===== config.mk =====
export PLATFORM = sky130hd
export DESIGN_NAME = dwmpa_div
export DESIGN_NICKNAME = d
export VERILOG_FILES = /design/src/rtl/dwmpa_pkg.sv /design/src/rtl/dwmpa_div.sv
export SDC_FILE = /design/constraint.sdc
export NUM_CORES = 1
export LEC_CHECK = 0
export BUFFER_PORTS_ARGS = -buffer_cell sky130_fd_sc_hd__buf_2
export CORE_ASPECT_RATIO = 0.5
export CORE_MARGIN = 3
export CORE_UTILIZATION = 55
export CTS_CLUSTER_DIAMETER = 100
export CTS_CLUSTER_SIZE = 16
export DETAILED_ROUTE_END_ITERATION = 6
export GPL_TIMING_DRIVEN = 0
export PLACE_DENSITY = 0.84
export SETUP_SLACK_MARGIN = 0.05
export SYNTH_ARGS = -nofsm -noshare
export SYNTH_HDL_FRONTEND = slang
export SYNTH_SLANG_ARGS = --single-unit
export TNS_END_PERCENT = 5

===== constraint.sdc =====
create_clock -name clk_i -period 3.5 [get_ports clk_i]
set_clock_uncertainty 0.15 [all_clocks]
set_input_delay 0.35 -clock clk_i [delete_from_list [all_inputs] [get_ports clk_i]]
set_output_delay 0.35 -clock clk_i [all_outputs]
set_load 0.02 [all_outputs]

===== src/rtl/dwmpa_pkg.sv =====
// ----------------------------------------------------------------------------
// Batch-minimum dual moving average: shared package
// Widths, register indexes and beat types used by the block and its units.
// ----------------------------------------------------------------------------
package dwmpa_pkg;

  localparam int MaxWindow  = 64;
  localparam int RingAw     = $clog2(MaxWindow);
  localparam int PriceBits  = 32;
  localparam int OutBits    = 32;
  localparam int SumBits    = PriceBits + RingAw;
  localparam int FillBits   = RingAw + 1;
  localparam int CfgBits    = 7;
  localparam int CfgIdxBits = 1;
  localparam int DivCntBits = $clog2(SumBits + 1);

  localparam logic [CfgIdxBits-1:0] CfgShortWindow = CfgIdxBits'(0);
  localparam logic [CfgIdxBits-1:0] CfgLongWindow  = CfgIdxBits'(1);

  localparam logic [CfgBits-1:0] ShortWindowRst = CfgBits'(5);
  localparam logic [CfgBits-1:0] LongWindowRst  = CfgBits'(20);

  typedef struct packed {
    logic [PriceBits-1:0] price;
    logic                 batch_end;
  } in_beat_t;

  typedef struct packed {
    logic [OutBits-1:0] short_average;
    logic [OutBits-1:0] long_average;
  } out_beat_t;

  typedef struct packed {
    logic                start;
    logic [SumBits-1:0]  dividend;
    logic [FillBits-1:0] divisor;
  } div_req_t;

  typedef struct packed {
    logic               done;
    logic [SumBits-1:0] quotient;
  } div_rsp_t;

endpackage


===== src/rtl/dwmpa_div.sv =====
// ----------------------------------------------------------------------------
// Batch-minimum dual moving average: iterative divider
// Restoring division of a window sum by its fill count, one quotient bit a
// cycle. A start beat loads the operands; done pulses with the quotient.
// ----------------------------------------------------------------------------
module dwmpa_div import dwmpa_pkg::*; (
  input  logic     clk_i,
  input  logic     rst_ni,
  input  div_req_t req_i,
  output div_rsp_t rsp_o
);

  logic                  busy_q;
  logic                  done_q;
  logic [DivCntBits-1:0] cnt_q;
  logic [SumBits-1:0]    work_q;
  logic [FillBits-1:0]   rem_q;
  logic [FillBits-1:0]   dvs_q;
  logic [FillBits:0]     shifted;
  logic [FillBits:0]     trial;
  logic                  take;

  assign shifted = {rem_q, work_q[SumBits-1]};
  assign trial   = shifted - {1'b0, dvs_q};
  assign take    = ~trial[FillBits];

  always_ff @(posedge clk_i or negedge rst_ni) begin
    if (!rst_ni) begin
      busy_q <= 1'b0;
      done_q <= 1'b0;
      cnt_q  <= '0;
    end else if (req_i.start) begin
      busy_q <= 1'b1;
      done_q <= 1'b0;
      cnt_q  <= DivCntBits'(SumBits);
    end else if (busy_q) begin
      cnt_q <= cnt_q - DivCntBits'(1);
      if (cnt_q == DivCntBits'(1)) begin
        busy_q <= 1'b0;
        done_q <= 1'b1;
      end
    end else begin
      done_q <= 1'b0;
    end
  end

  always_ff @(posedge clk_i) begin
    if (req_i.start) begin
      work_q <= req_i.dividend;
      rem_q  <= '0;
      dvs_q  <= req_i.divisor;
    end else if (busy_q) begin
      work_q <= {work_q[SumBits-2:0], take};
      rem_q  <= take ? trial[FillBits-1:0] : shifted[FillBits-1:0];
    end
  end

  assign rsp_o.done     = done_q;
  assign rsp_o.quotient = work_q;

endmodule


* After elaboration in Yosys (flattened, before gate mapping)
Cells that the tools add are included.
Word-level totals: register bits after elaboration 60, input port bits 48, output and inout port bits 39, logic and storage cells 23
Cells by class: $add $sub $neg 2, equal/unequal tests 2, multiplexer cells 11, bitwise logic cells 1, reduce and logical (&&, ||, !) cells 1
Operator list (number):
- $mux 38 | 2
- $mux 6 | 2
- $sub 8x7->8 | 1
- $mux 7 | 1
- $eq 6x1->1 const B | 1
- $mux 1 | 6
- $sub 6x1->6 const B | 1
- $ne 3x2->1 const B | 1
- $reduce_bool 2->1 | 1
- $not 1->1 | 1

* Logic depth before layout (Yosys ltp)
depth in word-level cells 4, mapped depth 9, depth with buffers taken out 9

* Least setup slack after synthesis
No wires, ideal clock.
path type register to register, start register work_q[37], end register rem_q[6], library setup time 0.091 ns, arrival 2.162 ns, data required time 3.259 ns, path slack 1.097 ns, stages on the path, launching flop included 10, path buffers 0, clock period less this slack 2.403 ns, cells stage by stage edfxtp_1 > inv_1 > ha_1 > inv_1 > fa_1 > a211o_1 > a2111oi_2 > nand3b_1 > nand3_1 > a311oi_1
Between the ends: word-level cells in the longest chain between the ends 2
Ends and longest elaborated chain:
- start: declaration | RTL line dwmpa_div.sv:16 | logic [SumBits-1:0] work_q;
- start signal: assignment | RTL line dwmpa_div.sv:49 | work_q <= req_i.dividend;
- start signal: assignment | RTL line dwmpa_div.sv:53 | work_q <= {work_q[SumBits-2:0], take};
- $sub 8x7->8 | RTL line dwmpa_div.sv:24 | assign trial = shifted - {1'b0, dvs_q};
- $mux 7 | RTL line dwmpa_div.sv:54 | rem_q <= take ? trial[FillBits-1:0] : shifted[FillBits-1:0];
- end signal: assignment | RTL line dwmpa_div.sv:54
- end: declaration | RTL line dwmpa_div.sv:17 | logic [FillBits-1:0] rem_q;
No other way between the ends. A chain may end at the register's enable or synchronous reset.

* Worst setup path after layout
Same ends and word-level chain as after synthesis.

==> results.sh <==
export IMPL_status="complete, no violations"
export IMPL_drc=0
export IMPL_instances_no_fill=384
export IMPL_endpoint_kind="register"
export IMPL_fin_total_pwr_mw=1.83
export IMPL_worstSetupStartpoint="work_q[37]"
export IMPL_grt_pass1_wl_mm=10.1
export IMPL_pwr_share_comb_pct=18.6
export IMPL_rows=17
export IMPL_setup_tns_ns=0
export IMPL_ys_seq_elements=60
export IMPL_die_area_um2=6230
export IMPL_drtPass1Iterations=5
export IMPL_overflow=0
export IMPL_synth_most_common_cell="edfxtp_1"
export IMPL_clockBufferDepth=2
export IMPL_cts_clk_slew_worst_paths_ns=0.07
export IMPL_io_pins=87
export IMPL_layout_min_cycle_time_ns=2.44
export IMPL_drtAntennaViolNets=0
export IMPL_slew_violations=0
export IMPL_slew_headroom_pct=42.0
export IMPL_syn_num_nets=273
export IMPL_hp_class="in -> reg"
export IMPL_clock_power_share_pct=33.4
export IMPL_setup_viol=0
export IMPL_reg2regPathDepth=9
export IMPL_p_leak_nw=1.56
export IMPL_wl_met2_mm=3.11
export IMPL_core_area_um2=4720
export IMPL_cts_root_buffer="clkbuf_8"
export IMPL_async_flop_share_pct=13.3
export IMPL_grt_antenna_before_repair=0
export IMPL_grt_max_degree=39
export IMPL_arrival_ns=2.55
export IMPL_ys_warn_count=0
export IMPL_holdWs_ns=0.0323
export IMPL_p_sw_uw=518
export IMPL_period_share_pct=69.8
export IMPL_fin_util_pct=76.6
export IMPL_p_int_mw=1.32
export IMPL_met1_length_mm=2.37
export IMPL_worst_pin_slew_ns=0.867
export IMPL_yosysSeqAreaShare_pct=58.4
export IMPL_placedCellCount=367
export IMPL_htree_num_levels=3
export IMPL_yosysTopAreaCell="edfxtp_1"
export IMPL_multiInputGateArea_um2=1120
export IMPL_synth_commonest_cells="edfxtp_1 (45), mux2_1 (33), nand2_1 (13), nor2_1 (12), inv_1 (11)"
export IMPL_clock_sinks=60
export IMPL_seqCellArea_um2=1690
export IMPL_track_usage_pct=21.3
export IMPL_num_antenna_cells=0
export IMPL_hold_viol=0
export IMPL_grt_pass1_vias=2172
export IMPL_totalWireLength_mm=6.06
export IMPL_rsz0062_at_grt="false"
export IMPL_power_density_nw_per_um2=507
export IMPL_synthCells=215
export IMPL_drive_above_1_share_pct=38.4
export IMPL_timing_rr_start="work_q[37]"
export IMPL_top_layer="met4"
export IMPL_io_buffers=86
export IMPL_nFillCells=304
export IMPL_ir_drop_uv=383
export IMPL_area_growth_synth_to_final_pct=24.7
export IMPL_synth_edff_count=45
export IMPL_min_from="req_i[2]"
export IMPL_netlist_cell_type_count=45
export IMPL_die_x_um=109
export IMPL_finish_net_count=371
export IMPL_clk_latency_ns=0.34
export IMPL_netSwitchingFraction_pct=28.3
export IMPL_synth_flop_cell="edfxtp_1"
export IMPL_fmax_ghz=0.409
export IMPL_drt_vias_per_instance=5.42
export IMPL_startpoint_type="register"
export IMPL_path_class="reg -> reg"
export IMPL_synth_cell_area_um2=2900
export IMPL_dieHeight_um=57.3
export IMPL_initialDrtViolationCount=141
export IMPL_max_cap_violations=0
export IMPL_cts_buffers=9
export IMPL_required_ns=3.61
export IMPL_post_drt_wl_per_cell_um=15.8
export IMPL_cts_tree="built"
export IMPL_vias=2081
export IMPL_synth_top_cell_area_share_pct=46.6
export IMPL_gp_congestion=0.761
export IMPL_start_util_pct=61.4
export IMPL_pwr_share_seq_pct=47.9
export IMPL_cp_max_fo=3
export IMPL_wl_met3_um=426
export IMPL_dp_hpwl_mm=4.40
export IMPL_synth_area_per_cell_um2=13.5
export IMPL_hold_depth=1
export IMPL_synth_area_top_cells="edfxtp_1 (47%), mux2_1 (13%), dfrtp_1 (6.9%)"
-- final timing paths --
| check | to | slack [ns] |
|---|---|---|
| worst max-delay path | rem_q[6] | 1.06 |
| worst max register to register | rem_q[6] | 1.06 |
| worst min-delay path | dvs_q[2] | 0.03 |
| min in group asynchronous | cnt_q[4] | 0.25 |
| max in group asynchronous | cnt_q[2] | 2.77 |
| worst min register to register | rem_q[5] | 0.37 |
-- area by class of cell --
type	instances	area share [%]
sequential	60	46.8
multi-input combinational	134	31.1
timing repair buffer	87	12.2
clock buffer	10	3.53
tap	66	2.28
clock inverter	6	1.76
inverter	13	1.35
buffer	8	1.04
-- critical path: stages, from the launching register on --
cell       delay (ns)
edfxtp_1         0.39
inv_1            0.09
ha_1             0.16
inv_1            0.05
fa_1             0.41
a211o_1          0.33
a2111oi_2        0.28
nand3b_1         0.16
nand3_1          0.09
a311oi_1         0.25
-- power by group through the flow --
stage	Clock, mW	Sequential (mW)	Combinational (mW)
3_5_place_dp	0	0.892	0.340
4_1_cts	0.625	0.879	0.343
3_3_place_gp	0	0.887	0.327
6_report	0.613	0.879	0.342
2_1_floorplan	0	0.946	0.173
5_1_grt	0.659	0.889	0.372
-- per-layer routing --
layer / vias up / GRT usage, %
met1: 991 / 24.7
met4: 0 / 8.99
met3: 15 / 7.68
li1: 1008 / -
met2: 67 / 36.3
met5: - / 0
-- flip-flops by register name, indices dropped and copies added, names as in the netlist --
register,count
cnt_q,6
done_q,1
work_q,38
dvs_q,7
rem_q,7
busy_q,1
-- cell usage in the layout, fill, tap and decap left out, drive strengths merged, types with 5 or more instances in the layout --
master / count
nand2: 13
clkbuf: 12
nor2: 12
dfxtp: 7
o21ai: 11
a311oi: 6
ha: 9
edfxtp: 45
buf: 92
a21oi: 6
xnor2: 5
nand3: 6
inv: 14
mux2: 37
dfrtp: 8
-- stage by stage --
| stage | setup WS (ns) | area [µm²] |
|---|---|---|
| 2_1_floorplan | 1.10 | 2900 |
| 6_report | 1.06 | 3620 |
| 3_5_place_dp | 1.07 | 3410 |
| 3_3_place_gp | 1.12 | 3410 |
| 4_1_cts | 1.04 | 3620 |
| 5_1_grt | 0.937 | 3620 |
-- what timing repair did --
action                                 CTS  global route
endpoints found under the hold margin    8             0
buffers inserted                         0             0
resized for setup                        0             0
hold buffers                             1             0
-- cells by family (layout without fill, tap and decap cells) --
logic type               count (synthesis)  count (layout)  synth area share, %
adder cells (fa/ha/maj)                 10              10                 4.57
multiplexers                            37              37                 14.4
buffers and inverters                   21             124                 2.98
flip-flops                              60              60                 58.4
AO/OA/AOI/OAI                           37              37                 10.3
AND/OR/NAND/NOR                         43              43                 7.29
XOR/XNOR                                 7               7                 2.11
No activity file was read; power rests on OpenSTA's default activity.
